### src/sv/tpsb_pkg.sv
`timescale 1ns / 1ps
package tpsb_pkg;

    localparam int FRAC_BITS = 8;
    localparam int FW        = FRAC_BITS + 1;
    localparam int LIN_W     = 17;
    localparam int TOP_W     = LIN_W + FW;
    localparam int ACC_W     = LIN_W + 2 * FW;
    localparam int RES_W     = LIN_W + 1;
    localparam int Q_W       = 18;
    localparam int ROOT_W    = Q_W / 2;
    localparam int REM_W     = ROOT_W + 3;
    localparam int CFG_IDX_W = 3;
    localparam int NUM_CH    = 4;

    localparam logic [LIN_W-1:0] ONE_Q16 = LIN_W'(65536);

    localparam logic [CFG_IDX_W-1:0] CFG_TINT_RED   = CFG_IDX_W'(0);
    localparam logic [CFG_IDX_W-1:0] CFG_TINT_GREEN = CFG_IDX_W'(1);
    localparam logic [CFG_IDX_W-1:0] CFG_TINT_BLUE  = CFG_IDX_W'(2);
    localparam logic [CFG_IDX_W-1:0] CFG_TINT_ALPHA = CFG_IDX_W'(3);

    // channel order: red, green, blue, alpha
    localparam int CH_ALPHA = 3;

    typedef logic [255:0][LIN_W-1:0]       t_lin_tab;
    typedef logic [NUM_CH-1:0][LIN_W-1:0]  t_lin4;

    typedef struct packed {
        logic [2:0][LIN_W-1:0] rgb;
        logic [LIN_W-1:0]      alpha;
    } t_tint;

    function automatic t_lin_tab f_build_rgb();
        t_lin_tab t;
        longint   v;
        for (int c = 0; c < 256; c++) begin
            v = (longint'(c) * c * 65536 + 32512) / 65025;
            t[c] = LIN_W'(v);
        end
        return t;
    endfunction

    function automatic t_lin_tab f_build_alpha();
        t_lin_tab t;
        longint   v;
        for (int c = 0; c < 256; c++) begin
            v = (longint'(c) * 65536 + 127) / 255;
            t[c] = LIN_W'(v);
        end
        return t;
    endfunction

    localparam t_lin_tab LIN_RGB   = f_build_rgb();
    localparam t_lin_tab LIN_ALPHA = f_build_alpha();

    function automatic logic [LIN_W-1:0] f_clamp_one(logic [LIN_W-1:0] v);
        return (v > ONE_Q16) ? ONE_Q16 : v;
    endfunction

    function automatic logic [LIN_W-1:0] f_mul_q16(logic [LIN_W-1:0] a,
                                                   logic [LIN_W-1:0] b);
        logic [2*LIN_W-1:0] p;
        p = {{LIN_W{1'b0}}, a} * {{LIN_W{1'b0}}, b} + (2*LIN_W)'(32768);
        return p[LIN_W+15:16];
    endfunction

    // linearize one byte of a packed ARGB word
    function automatic logic [LIN_W-1:0] f_lin(logic [31:0] px, int ch);
        logic [LIN_W-1:0] v;
        unique case (ch)
            0:       v = LIN_RGB[px[23:16]];
            1:       v = LIN_RGB[px[15:8]];
            2:       v = LIN_RGB[px[7:0]];
            default: v = LIN_ALPHA[px[31:24]];
        endcase
        return v;
    endfunction

endpackage

### src/sv/tpsb_cfg.sv
`timescale 1ns / 1ps
module tpsb_cfg (
    input  logic                           i_clk,
    input  logic                           i_rst_n,
    input  logic                           i_cfg_valid,
    input  logic [tpsb_pkg::CFG_IDX_W-1:0] i_cfg_index,
    input  logic [tpsb_pkg::LIN_W-1:0]     i_cfg_data,
    output tpsb_pkg::t_tint                o_tint
);
    import tpsb_pkg::*;

    logic [LIN_W-1:0] r_red, r_green, r_blue, r_alpha;
    t_tint            r_tint;
    t_tint            n_tint;
    logic [LIN_W-1:0] w_ta;

    always_ff @(posedge i_clk) begin
        if (!i_rst_n) begin
            r_red   <= ONE_Q16;
            r_green <= ONE_Q16;
            r_blue  <= ONE_Q16;
            r_alpha <= ONE_Q16;
        end else if (i_cfg_valid) begin
            unique case (i_cfg_index)
                CFG_TINT_RED:   r_red   <= i_cfg_data;
                CFG_TINT_GREEN: r_green <= i_cfg_data;
                CFG_TINT_BLUE:  r_blue  <= i_cfg_data;
                CFG_TINT_ALPHA: r_alpha <= i_cfg_data;
                default: ;
            endcase
        end
    end

    // premultiply tint RGB by tint alpha
    always_comb begin
        w_ta          = f_clamp_one(r_alpha);
        n_tint.alpha  = w_ta;
        n_tint.rgb[0] = f_mul_q16(f_clamp_one(r_red), w_ta);
        n_tint.rgb[1] = f_mul_q16(f_clamp_one(r_green), w_ta);
        n_tint.rgb[2] = f_mul_q16(f_clamp_one(r_blue), w_ta);
    end

    always_ff @(posedge i_clk) begin
        r_tint <= n_tint;
    end

    assign o_tint = r_tint;

endmodule

### config.mk
export PLATFORM = sky130hd
export DESIGN_NAME = tpsb_cfg
export DESIGN_NICKNAME = d
export VERILOG_FILES = /design/src/sv/tpsb_pkg.sv /design/src/sv/tpsb_cfg.sv
export SDC_FILE = /design/constraint.sdc
export NUM_CORES = 2
export LEC_CHECK = 0
export BUFFER_PORTS_ARGS = -buffer_cell sky130_fd_sc_hd__buf_2
export CAP_MARGIN = 5
export CORE_MARGIN = 4
export CORE_UTILIZATION = 23
export DETAILED_ROUTE_END_ITERATION = 8
export PLACE_DENSITY = 0.44
export SYNTH_ARGS = -nofsm -noshare
export SYNTH_HDL_FRONTEND = slang
export SYNTH_SLANG_ARGS = --single-unit
### constraint.sdc
create_clock -name i_clk -period 12.9 [get_ports i_clk]
set_clock_uncertainty 0.15 [all_clocks]
set_input_delay 1.935 -clock i_clk [delete_from_list [all_inputs] [get_ports i_clk]]
set_output_delay 1.935 -clock i_clk [all_outputs]
set_load 0.01 [all_outputs]
After elaboration in Yosys (flattened, before gate mapping)
Cells that the tools add are included.
- bits in registers: 136
- input port bits: 23
- logic and storage cells: 30
- add/sub/neg operators: 3
- multiply operators: 3
- $lt $le $gt $ge: 4
- equal/unequal tests: 3
- muxes and demuxes: 4
- reduce and logical (&&, ||, !) cells: 5
- operators by type and width (cell ; number):
    33-bit by 16-bit adder with 33-bit output (second input constant) ; 3
    17-bit by 17-bit multiplier with 33-bit output ; 3
    17-bit greater-than comparator (second input constant) ; 4
    17-bit two-way mux ; 4
    2-bit AND reduction ; 4
    3-bit by 2-bit == test with 1-bit output (second input constant) ; 2
    3-bit by 1-bit == test with 1-bit output (second input constant) ; 1
    3-bit zero test ; 1

Logic depth before layout (Yosys ltp)
- depth after elaboration: 4
- gate-level depth with buffers: 29
- gate-level depth less buffers: 27

Worst setup path after synthesis
No wires, ideal clock.
- path kind: register -> register
- start point: register r_alpha[0]
- end point: register r_tint (netlist bit o_tint[49])
- setup time: 0.062 ns
- arrival: 7.842 ns
- data required time: 12.688 ns
- setup slack: 4.846 ns
- stages on the path, launching flop included: 28
- path buffers: 3
- period minus slack after synthesis: 8.054 ns
- path through: dfxtp_1 or4_1 o41ai_4 buf_6 clkbuf_1 nand2_1 inv_1 clkbuf_1 nand2_1 fa_1 fa_1 fa_1 inv_1 fa_1 fa_1 inv_1 fa_1 inv_1 ha_1 a21o_1 a21o_1 a21o_1 a2111oi_0 a21oi_1 o311a_1 o2111a_1 or4_1 nand3_1
- RTL lines (item ; line ; source):
    start, declared ; tpsb_cfg.sv:12 ; logic [LIN_W-1:0] r_red, r_green, r_blue, r_alpha;
    start signal, assigned ; tpsb_cfg.sv:28 ; CFG_TINT_ALPHA: r_alpha <= i_cfg_data;
    end signal, assigned ; tpsb_cfg.sv:44 ; r_tint <= n_tint;
    end, declared ; tpsb_cfg.sv:13 ; t_tint r_tint;

==> run_results.csv <==
group,metric,value,unit
outcome,status,"finished clean",
floorplan,fp-row-count,135,
global_routing,grt.met2_usage,23.9,%
synthesis,synth_edf_count,0,
timing,relSlewSlack,21.5,%
clock_network,cts_root_buffer,"clkbuf_16",
run,cap_violations,0,
route,drtIter0Drc,1519,
route,post-route-drc-count,0,
final_layout,drive_above_1_share,5.28,%
synthesis,ys.flop_type,"dfxtp_1",
global_routing,globalRouteTotalUtil,14.9,%
power,p_seq_share,37.3,%
global_routing,antenna_found_initial,5,
synthesis,ys_ff_latch,136,
worst_hold_path,hp-class,"reg -> reg",
power,swShare,35.5,%
synthesis,syn_nets,4684,
global_routing,first_global_vias,25800,
synthesis,synth_cell_types,72,
final_layout,multiInputGateArea,25100,um2
timing,setup_viol,0,
placed_design,place_hpwl,81400,um
timing,drv_slew,0,
timing,rsz0062_at_grt,"false",
global_routing,grt_pass1_wl,158000,um
placed_design,placed_area,33800,um2
synthesis,synth_area,31400,um2
timing,max_slew.worst_pin.slew,1.17,ns
power,ir_worst_vdd,101,uV
global_routing,grt_overflow_total,0,
synthesis,synth_async_sr_flop_share,0,%
placed_design,io_buffers,90,
clock_network,cts_tree,"yes",
route,antenna_left,0,
clock_network,holdBufCountCts,0,
route,viasPerCell,4.38,
worst_setup_path,path_max_fanout,48,
global_routing,grt_use_met1,20.0,%
timing,tns,0,ns
global_routing,grt_max_degree,69,
power,pwr-share-clk,45.6,%
worst_setup_path,critPathKind,"reg -> reg",
placed_design,gp_congestion,0.844,
route,drt-pass1-iter-count,6,
final_layout,area_growth,9.54,%
worst_setup_path,start_kind,"flop",
route,routed_wirelength,102000,um
final_layout,finalNetCount,4672,
worst_setup_path,cp_data_required_time,13.19,ns
global_routing,grt_use_met3,2.91,%
worst_setup_path,endpoint_kind,"flop",
synthesis,synth.yosys.warnings,0,
clock_network,cts_sinks,136,
power,netSwitchingPower,420,uW
floorplan,pin_count,91,
final_layout,fill_cells,14800,
route,vias,23800,
power,power.leakage,0.0176,uW
final_layout,fin_area,34400,um2
floorplan,die_x,378,um
timing,hold_ws,0.326,ns
clock_network,cts_made_buffers,17,
global_routing,grt-busiest-layer,"met2",
clock_network,cts_setup_buffers,0,
timing,min_period_over_period,72.9,%
floorplan,die_h,378,um
power,power.density,34.3,nW/um2
power,p_int,761,uW
final_layout,seq_area,2720,um2
synthesis,syn_avg_cell_area,8.59,um2
clock_network,worstSkewPairLatency,0.54,ns
clock_network,cts.path.max_buffers,2,
timing,period_needed,9.41,ns
timing,clock.fmax,106,MHz
synthesis,ys_seq_area_share,8.67,%
clock_network,cts.clk_slew.worst_paths,0.08,ns
timing,hold_viol_final,0,
floorplan,dieArea,143000,um2
synthesis,synth_cells,3656,
worst_setup_path,arrival,9.70,ns
floorplan,initial_core_util,23.2,%
floorplan,core_area,136000,um2
clock_network,postCtsResizedCells,0,
route,wl_per_cell,18.7,um
power,comb_power_share,17.0,%
clock_network,h-tree-depth,4,
cells by family after synthesis:
family / after synthesis / synth area share (%)
compound gates: 228 / 5.27
xor+xnor: 57 / 1.59
fa+ha+maj: 1005 / 56.0
buf+inv: 957 / 11.5
flops: 136 / 8.67
mux: 2 / 0.0637
simple gates: 1271 / 16.9
power by group through the flow:
stage / registers (uW) / logic [uW] / clock network, uW
after floorplan: 451 / 118 / 0
after global placement: 451 / 199 / 0
after detailed placement: 451 / 200 / 0
after CTS: 441 / 201 / 567
after global routing: 442 / 222 / 577
final: 441 / 201 / 539
critical path: stages (launching register included):
cell      delay (ns)
dfxtp_1         0.41
or4_1           0.61
o41ai_4         0.37
buf_4           0.44
nand2_1         0.11
buf_4           0.25
inv_1           0.59
buf_4           0.40
nand2_1         0.12
fa_1            0.51
fa_1            0.58
fa_1            0.45
fa_1            0.55
inv_1           0.06
fa_1            0.47
inv_1           0.05
fa_1            0.48
inv_1           0.05
ha_1            0.35
a21o_1          0.18
a21o_1          0.16
a21oi_1         0.28
a31o_2          0.22
a41oi_2         0.05
a31oi_1         0.68
nand2_1         0.24
a21o_1          0.26
a221oi_2        0.23
cell type report:
class / count / area share, %
Clock inverter: 13 / 0.404
Clock buffer: 18 / 1.28
Timing Repair Buffer: 136 / 2.31
Sequential cell: 136 / 7.92
Multi-Input combinational cell: 2563 / 73.0
Tap cell: 1781 / 6.48
Antenna cell: 2 / 0.0145
Inverter: 790 / 8.62
per-layer routing:
metal  vias to the layer above  part of all wire [%]  routed length (um)
met3                       110                   6.3                6440
met5                         -                     0                   0
met2                       638                    46               46800
li1                      10900                     -                   -
met4                         0                   3.3                3350
met1                     12200                    44               45300
Yosys cell counts, types with 3 or more instances:
library cell	n	share of area [%]
a211o_1	3	0.084
a211oi_1	3	0.072
a21boi_0	66	1.6
a21o_1	43	1.0
a21oi_1	40	0.64
a31oi_1	7	0.14
and2_0	3	0.060
and2_1	42	0.84
and3_1	53	1.1
and4_1	5	0.14
buf_1	14	0.17
clkbuf_1	151	1.8
dfxtp_1	136	8.7
fa_1	669	43
ha_1	336	13
inv_1	785	9.4
inv_2	3	0.036
nand2_1	648	7.7
nand2b_1	5	0.10
nand3_1	22	0.35
nand4_1	13	0.26
nor2_1	413	4.9
nor2b_1	18	0.36
nor3_1	12	0.19
nor4_1	6	0.12
o211ai_1	3	0.072
o21a_1	7	0.17
o21ai_0	18	0.29
o22ai_1	3	0.060
o31ai_1	3	0.072
or2_2	7	0.14
or4_1	13	0.31
xnor2_1	42	1.2
xor2_1	15	0.42
cell usage in the layout (no fill, tap or decap), types with 4 or more instances in the layout:
| master | Yosys | routed |
|---|---|---|
| inv_6 | 0 | 4 |
| dfxtp_1 | 136 | 135 |
| nor2b_1 | 18 | 18 |
| clkbuf_16 | 0 | 17 |
| nand4_1 | 13 | 13 |
| nand2_1 | 648 | 648 |
| fa_1 | 669 | 669 |
| and3_1 | 53 | 53 |
| xnor2_1 | 42 | 42 |
| inv_1 | 785 | 784 |
| a31oi_1 | 7 | 7 |
| buf_2 | 1 | 90 |
| nor3_1 | 12 | 11 |
| a21oi_1 | 40 | 40 |
| or2_2 | 7 | 7 |
| or4_1 | 13 | 13 |
| ha_1 | 336 | 336 |
| a21boi_0 | 66 | 66 |
| and2_1 | 42 | 42 |
| o21a_1 | 7 | 7 |
| a21o_1 | 43 | 43 |
| o21ai_0 | 18 | 18 |
| nor4_1 | 6 | 6 |
| nand3_1 | 22 | 22 |
| buf_4 | 0 | 46 |
| nand2b_1 | 5 | 5 |
| and4_1 | 5 | 5 |
| xor2_1 | 15 | 15 |
| nor2_1 | 413 | 413 |
state kept, by name, summed over array words and instances, names as in the netlist:
| register | flops |
|---|---|
| o_tint | 68 |
| r_alpha | 17 |
| r_blue | 17 |
| r_green | 17 |
| r_red | 17 |
final timing paths:
| kind | from | end | slack (ns) | depth (start not counted) |
|---|---|---|---|---|
| hold / removal | r_red[16] | r_red[16] | 0.33 | 2 |
| hold reg to reg | r_red[16] | r_red[16] | 0.33 | 2 |
| setup / recovery | r_alpha[2] | o_tint[61] | 3.49 | 27 |
| setup reg to reg | r_alpha[2] | o_tint[61] | 3.49 | 27 |
per-stage QoR:
stage	worst slack [ns]	cells	utilization (%)	power [uW]
2_1_floorplan	4.85	3656	-	569
3_3_place_gp	3.71	5406	24.9	650
3_5_place_dp	3.57	5406	24.9	651
4_1_cts	3.52	5437	25.4	1210
5_1_grt	3.06	5437	25.4	1240
6_report	3.49	5439	25.4	1180
Power figures use the tool's default switching activity.
