===== config.mk =====
export PLATFORM = sky130hd
export DESIGN_NAME = tpsb_sqrt
export DESIGN_NICKNAME = d
export VERILOG_FILES = /design/src/sv/tpsb_pkg.sv /design/src/sv/tpsb_sqrt.sv
export SDC_FILE = /design/constraint.sdc
export NUM_CORES = 1
export LEC_CHECK = 0
export BUFFER_PORTS_ARGS = -buffer_cell sky130_fd_sc_hd__buf_2
export CORE_MARGIN = 2
export CORE_UTILIZATION = 31
export CTS_CLUSTER_SIZE = 28
export DETAILED_ROUTE_END_ITERATION = 8
export MAX_ROUTING_LAYER = met4
export SYNTH_ARGS = -nofsm -noshare
export SYNTH_HDL_FRONTEND = slang
export SYNTH_SLANG_ARGS = --single-unit

===== constraint.sdc =====
create_clock -name i_clk -period 8.1 [get_ports i_clk]
set_input_delay 0.405 -clock i_clk [delete_from_list [all_inputs] [get_ports i_clk]]
set_output_delay 0.405 -clock i_clk [all_outputs]
set_load 0.02 [all_outputs]

===== src/sv/tpsb_pkg.sv =====
`timescale 1ns / 1ps
package tpsb_pkg;

    localparam int FRAC_BITS = 8;
    localparam int FW        = FRAC_BITS + 1;
    localparam int LIN_W     = 17;
    localparam int TOP_W     = LIN_W + FW;
    localparam int ACC_W     = LIN_W + 2 * FW;
    localparam int RES_W     = LIN_W + 1;
    localparam int Q_W       = 18;
    localparam int ROOT_W    = Q_W / 2;
    localparam int REM_W     = ROOT_W + 3;
    localparam int CFG_IDX_W = 3;
    localparam int NUM_CH    = 4;

    localparam logic [LIN_W-1:0] ONE_Q16 = LIN_W'(65536);

    localparam logic [CFG_IDX_W-1:0] CFG_TINT_RED   = CFG_IDX_W'(0);
    localparam logic [CFG_IDX_W-1:0] CFG_TINT_GREEN = CFG_IDX_W'(1);
    localparam logic [CFG_IDX_W-1:0] CFG_TINT_BLUE  = CFG_IDX_W'(2);
    localparam logic [CFG_IDX_W-1:0] CFG_TINT_ALPHA = CFG_IDX_W'(3);

    // channel order: red, green, blue, alpha
    localparam int CH_ALPHA = 3;

    typedef logic [255:0][LIN_W-1:0]       t_lin_tab;
    typedef logic [NUM_CH-1:0][LIN_W-1:0]  t_lin4;

    typedef struct packed {
        logic [2:0][LIN_W-1:0] rgb;
        logic [LIN_W-1:0]      alpha;
    } t_tint;

    function automatic t_lin_tab f_build_rgb();
        t_lin_tab t;
        longint   v;
        for (int c = 0; c < 256; c++) begin
            v = (longint'(c) * c * 65536 + 32512) / 65025;
            t[c] = LIN_W'(v);
        end
        return t;
    endfunction

    function automatic t_lin_tab f_build_alpha();
        t_lin_tab t;
        longint   v;
        for (int c = 0; c < 256; c++) begin
            v = (longint'(c) * 65536 + 127) / 255;
            t[c] = LIN_W'(v);
        end
        return t;
    endfunction

    localparam t_lin_tab LIN_RGB   = f_build_rgb();
    localparam t_lin_tab LIN_ALPHA = f_build_alpha();

    function automatic logic [LIN_W-1:0] f_clamp_one(logic [LIN_W-1:0] v);
        return (v > ONE_Q16) ? ONE_Q16 : v;
    endfunction

    function automatic logic [LIN_W-1:0] f_mul_q16(logic [LIN_W-1:0] a,
                                                   logic [LIN_W-1:0] b);
        logic [2*LIN_W-1:0] p;
        p = {{LIN_W{1'b0}}, a} * {{LIN_W{1'b0}}, b} + (2*LIN_W)'(32768);
        return p[LIN_W+15:16];
    endfunction

    // linearize one byte of a packed ARGB word
    function automatic logic [LIN_W-1:0] f_lin(logic [31:0] px, int ch);
        logic [LIN_W-1:0] v;
        unique case (ch)
            0:       v = LIN_RGB[px[23:16]];
            1:       v = LIN_RGB[px[15:8]];
            2:       v = LIN_RGB[px[7:0]];
            default: v = LIN_ALPHA[px[31:24]];
        endcase
        return v;
    endfunction

endpackage


===== src/sv/tpsb_sqrt.sv =====
`timescale 1ns / 1ps
module tpsb_sqrt (
    input  logic                           i_clk,
    input  logic                           i_en,
    input  logic [2:0][tpsb_pkg::Q_W-1:0]  i_q,
    input  logic [7:0]                     i_alpha,
    output logic [31:0]                    o_pixel
);
    import tpsb_pkg::*;

    localparam int NSTG = 3;
    localparam int SPS  = ROOT_W / NSTG;

    logic [2:0][REM_W-1:0]  r_rem  [NSTG];
    logic [2:0][ROOT_W-1:0] r_root [NSTG];
    logic [2:0][Q_W-1:0]    r_q    [NSTG];
    logic [7:0]             r_a    [NSTG];
    logic [2:0][7:0]        w_n;
    logic [ROOT_W:0]        w_m1;

    for (genvar s = 0; s < NSTG; s++) begin : g_stg
        logic [2:0][REM_W-1:0]  n_rem;
        logic [2:0][ROOT_W-1:0] n_root;
        logic [2:0][Q_W-1:0]    w_qi;
        logic [7:0]             w_ai;
        logic [REM_W-1:0]       w_t;

        // SPS digits of the restoring square root per stage
        always_comb begin
            w_t = '0;
            for (int l = 0; l < 3; l++) begin
                if (s == 0) begin
                    n_rem[l]  = '0;
                    n_root[l] = '0;
                    w_qi[l]   = i_q[l];
                end else begin
                    n_rem[l]  = r_rem[(s == 0) ? 0 : s-1][l];
                    n_root[l] = r_root[(s == 0) ? 0 : s-1][l];
                    w_qi[l]   = r_q[(s == 0) ? 0 : s-1][l];
                end
                for (int j = 0; j < SPS; j++) begin
                    n_rem[l] = {n_rem[l][REM_W-3:0],
                                w_qi[l][2*(ROOT_W-1-s*SPS-j) +: 2]};
                    w_t = {1'b0, n_root[l], 2'b01};
                    if (n_rem[l] >= w_t) begin
                        n_rem[l]  = n_rem[l] - w_t;
                        n_root[l] = {n_root[l][ROOT_W-2:0], 1'b1};
                    end else begin
                        n_root[l] = {n_root[l][ROOT_W-2:0], 1'b0};
                    end
                end
            end
            w_ai = (s == 0) ? i_alpha : r_a[(s == 0) ? 0 : s-1];
        end

        always_ff @(posedge i_clk) begin
            if (i_en) begin
                r_rem[s]  <= n_rem;
                r_root[s] <= n_root;
                r_q[s]    <= w_qi;
                r_a[s]    <= w_ai;
            end
        end
    end

    // round half up from twice the value, saturate to 255
    always_comb begin
        w_m1 = '0;
        for (int l = 0; l < 3; l++) begin
            w_m1   = (ROOT_W+1)'(r_root[NSTG-1][l]) + (ROOT_W+1)'(1);
            w_n[l] = w_m1[ROOT_W] ? 8'hFF : w_m1[ROOT_W-1:1];
        end
    end

    assign o_pixel = {r_a[NSTG-1], w_n[0], w_n[1], w_n[2]};

endmodule


======== Yosys cells after proc, flatten, opt, wreduce, memory -nomap -nowiden ========
Memories as Yosys holds them, arrays and structs flattened.
Cells that the tools add are included.
operators by class
  add/sub/neg operators ................... 30
  $lt $le $gt $ge ......................... 27
  mux-type cells .......................... 59
operators by type and width
  operator              number
  $ge 12x11->1          18
  $mux 10               18
  $sub 10x10->10        12
  $mux 12               9
  $sub 12x11->12        6
  $ge 12x3->1           3
  $ge 12x4->1           3
  $sub 12x4->12         3
  $add 9x1->10 const B  3
  $sub 10x3->10         3
  $mux 1                29
  $mux 8                3
  $sub 2x1->3 const B   3
  $ge 2x1->1 const B    3
word-level totals
  flip-flop bits (word level) ............. 0
  bits in writable memories ............... 375
  bits of input ports ..................... 64
  output and inout bits ................... 32
  word-level logic and storage cells ...... 120
  memories kept ........................... 4
memories
  name    depth  width  read ports  clocked after memory_dff  wr ports  line             text
  r_q     3      54     2           0                         3         tpsb_sqrt.sv:16  logic [2:0][Q_W-1:0] r_q [NSTG];
  r_rem   3      36     2           0                         3         tpsb_sqrt.sv:14  logic [2:0][REM_W-1:0] r_rem [NSTG];
  r_root  3      27     3           0                         3         tpsb_sqrt.sv:15  logic [2:0][ROOT_W-1:0] r_root [NSTG];
  r_a     3      8      3           0                         3         tpsb_sqrt.sv:17  logic [7:0] r_a [NSTG];

======== Depth between registers and ports, before layout ========
An unclocked memory read counts as a cell.
  word-level depth ........................ 7
  depth in mapped cells ................... 32
  depth with buffers taken out ............ 28

======== Worst setup path after synthesis ========
Ideal clock, no wire load.
  path type ............................... register to register
  start point ............................. mem r_root[0][1] (netlist bit)
  end point ............................... mem r_rem[0][40] (netlist bit), data pin
  data arrival time ....................... 5.834 ns
  path slack .............................. 2.006 ns
  cell stages (with the launch flop) ...... 24
  path buffers ............................ 2
  period minus slack after synthesis ...... 6.094 ns
  cell sequence ........................... edfxtp_1 > inv_1 > ha_1 > o21ai_0 > a21oi_2 > or2_1 > buf_2 > inv_2 > o21ai_0 > ha_1 > nand4_1 > nand2b_1 > a41oi_1 > a2111oi_0 > nand3_1 > clkbuf_1 > mux2_2 > ha_1 > nand3_1 > or4b_2 > a32o_1 > and3_1 > o211ai_1 > mux2_2
RTL lines
  item             line
  start, declared  tpsb_sqrt.sv:15
  end, declared    tpsb_sqrt.sv:14

==> results.json <==
{
  "vias": 11400,
  "ys_seq_elements": 192,
  "grt_pass1_wl_mm": 55.1,
  "vias_per_cell": 5.06,
  "clock-root-buffer": "clkbuf_16",
  "syn-num-nets": 1770,
  "cts_inserted_buffers": 17,
  "die_x_um": 222,
  "cts_hold_buf": 0,
  "layout_commonest_cell": "edfxtp_1",
  "cellLeakagePower_nw": 7.01,
  "synthCells": 1550,
  "path_cells": "inv_1, ha_1, o21ai_0, a21oi_2, or2_1, a21oi_1, ha_1, nor3b_1, a2111oi_0, a21o_1, nand3_1, mux2_2, ha_1, nand3_1, or4b_2, a32o_1, and3_1, o211ai_1, mux2_2",
  "portBuffers": 95,
  "cp.required_ps": 8330,
  "ys_seq_area_frac": 0.392,
  "coreArea_um2": 46700,
  "skew_ps": 12.7,
  "syn_to_final_growth_pct": 11.9,
  "ios": 96,
  "min_path_type": "input port to flip-flop",
  "cp_slowest_cell": "a2111oi_0",
  "hold_viol": 0,
  "clkSinkCount": 192,
  "worstSkewPairLatency_ps": 470,
  "maxCapViolations": 0,
  "outcome": "complete, but fails checks",
  "yosys_warnings": 0,
  "clock_path_buffers": 2,
  "cp-start-kind": "flip-flop",
  "critPathArrivalTime_ps": 7360,
  "worstMarginPinSlew_ps": 1090,
  "gp_congestion": 0.892,
  "htree_levels": 4,
  "setup_viol": 0,
  "num_rows": 79,
  "cts_tree": "done",
  "drt_iter0_drc": 705,
  "path_clk_slew_ps": 80,
  "firstDrtPassIters": 7,
  "relSlewSlack": 0.273,
  "critical_path.max_stage_delay_ps": 920,
  "cp_max_fo": 14,
  "r2r_cells": 19,
  "path_common_cell": "ha_1",
  "fillers": 4712,
  "fmax_mhz": 140,
  "synth_edf_count": 192,
  "layout.nets": 1858,
  "endpoint_kind": "flip-flop",
  "synth_area_um2": 14700,
  "period_needed_ps": 7140,
  "period_share": 0.881,
  "antenna_found_initial": 2,
  "ys_types": 81,
  "synth-main-ff-cell": "edfxtp_1",
  "drive_gt1_frac": 0.104,
  "die_area_um2": 49200,
  "worst_slack_ps": 962,
  "ir_drop_mv": 0.139,
  "wl_per_cell_um": 14.8,
  "cts_resized": 0,
  "drt_wl_total_mm": 33.4,
  "grt_max_degree": 127,
  "drc": 2,
  "die_y_um": 222,
  "syn_area_per_cell_um2": 9.48,
  "grt_use_total": 0.140,
  "grt_pass1_vias": 11100,
  "hpwlAfterDp_mm": 25.6,
  "antenna_left": 0,
  "synthArstFlopShare": 0,
  "dpl_worst_slack_ps": 1070,
  "final_cell_mix": "edfxtp_1, ha_1, a21oi_1, nor2_1, inv_1",
  "violations": "DRC",
  "power.density_nw_per_um2": 295,
  "rsz0062_at_grt": "false",
  "grt-ovfl-total": 0,
  "post-cts-setup-buffers": 0,
  "whs_path_depth": 1,
  "start_util": 0.315,
  "path_class": "flip-flop to flip-flop",
  "fin_setup_tns_ps": 0,
  "slew_viol_final": 0
}
path summary, 6_finish.rpt:
path | slack [ps] | end | start
setup / recovery | 960 | r_rem[0][40] | r_root[0][1]
hold / removal | 100 | r_q[0][1] | i_q[1]
setup reg to reg | 960 | r_rem[0][40] | r_root[0][1]
hold reg to reg | 420 | r_q[0][90] | r_q[0][36]
layout make-up:
class	instances	area (µm²)	share of cell area
inverter	128	480	0.0292
multi-input combinational	1200	8320	0.506
timing repair buffer	99	514	0.0313
clock buffer	17	425	0.0259
sequential	192	5770	0.351
clock inverter	15	176	0.0107
antenna	2	5.00	0.000304
tap	607	759	0.0462
cell usage after synthesis (3+ instances only):
master | n | area share
edfxtp_1 | 192 | 0.39
ha_1 | 156 | 0.13
a21oi_1 | 138 | 0.047
nor2_1 | 136 | 0.035
inv_1 | 125 | 0.032
nand2_1 | 123 | 0.031
o21ai_0 | 79 | 0.027
xnor2_1 | 74 | 0.044
xor2_1 | 50 | 0.030
nand3_1 | 47 | 0.016
nor3_1 | 42 | 0.014
a21o_1 | 40 | 0.020
clkbuf_1 | 24 | 0.0061
nand2b_1 | 21 | 0.0089
mux2i_1 | 19 | 0.013
and3_1 | 17 | 0.0072
o21a_1 | 16 | 0.0082
nand4_1 | 15 | 0.0064
nor2b_1 | 15 | 0.0064
mux2_2 | 13 | 0.010
a31oi_1 | 12 | 0.0051
o211ai_1 | 12 | 0.0061
o31ai_1 | 11 | 0.0056
or2_2 | 11 | 0.0047
nor3b_1 | 10 | 0.0051
o21bai_1 | 10 | 0.0051
nand3b_1 | 9 | 0.0046
nor4_1 | 9 | 0.0038
or3_1 | 8 | 0.0034
a211oi_1 | 7 | 0.0036
or4_1 | 7 | 0.0036
a221oi_1 | 6 | 0.0036
o22ai_1 | 6 | 0.0026
a2111oi_0 | 5 | 0.0030
and2_1 | 5 | 0.0021
o2111ai_1 | 5 | 0.0030
o311ai_0 | 5 | 0.0030
a211o_1 | 4 | 0.0024
a311oi_1 | 4 | 0.0024
and4_1 | 3 | 0.0018
buf_2 | 3 | 0.0010
nand4b_1 | 3 | 0.0018
sequential cells by signal, indices dropped and copies added, names as in the netlist:
| register | count |
|---|---|
| r_rem | 60 |
| r_q | 54 |
| r_root | 54 |
| r_a | 24 |
layer usage:
metal	routed length, µm	GRT usage
met1	16100	0.179
met2	15400	0.224
met3	1050	0.0244
met4	800	0.0488
met5	0	-
critical path, delay by kind of cell (launching register included):
| family | cells | cell delay (ps) |
|---|---|---|
| AO/OA/AOI/OAI | 7 | 2720 |
| AND/OR/NAND/NOR | 6 | 1840 |
| adder cells (fa/ha/maj) | 3 | 940 |
| multiplexers | 2 | 880 |
| flip-flops | 1 | 380 |
| buffers and inverters | 1 | 130 |
stage by stage:
| step | instances | hold slack, ps | power, mW | utilization | cell area [µm²] |
|---|---|---|---|---|---|
| final | 2260 | 101 | 4.85 | 0.353 | 16400 |
| after global routing | 2260 | 75.2 | 5.26 | 0.353 | 16400 |
| after CTS | 2258 | 73.9 | 4.88 | 0.352 | 16400 |
| after detailed placement | 2226 | 405 | 3.98 | 0.340 | 15800 |
| after global placement | 2226 | 400 | 3.93 | 0.340 | 15800 |
| after floorplan | 1550 | 400 | 3.41 | - | 14700 |
cell families after synthesis:
family	Yosys count	share of synthesized area
simple gates	495	0.165
compound gates	392	0.171
flops	192	0.392
buf+inv	158	0.0419
fa+ha+maj	156	0.133
xor+xnor	124	0.0739
mux	33	0.0239
power by group:
| group | internal [mW] | leakage, nW | switching (mW) |
|---|---|---|---|
| Clock | 0.419 | 0.294 | 0.439 |
| Combinational | 1.10 | 4.86 | 1.47 |
| Sequential | 1.31 | 1.85 | 0.107 |
No activity file was read; power rests on OpenSTA's default activity.
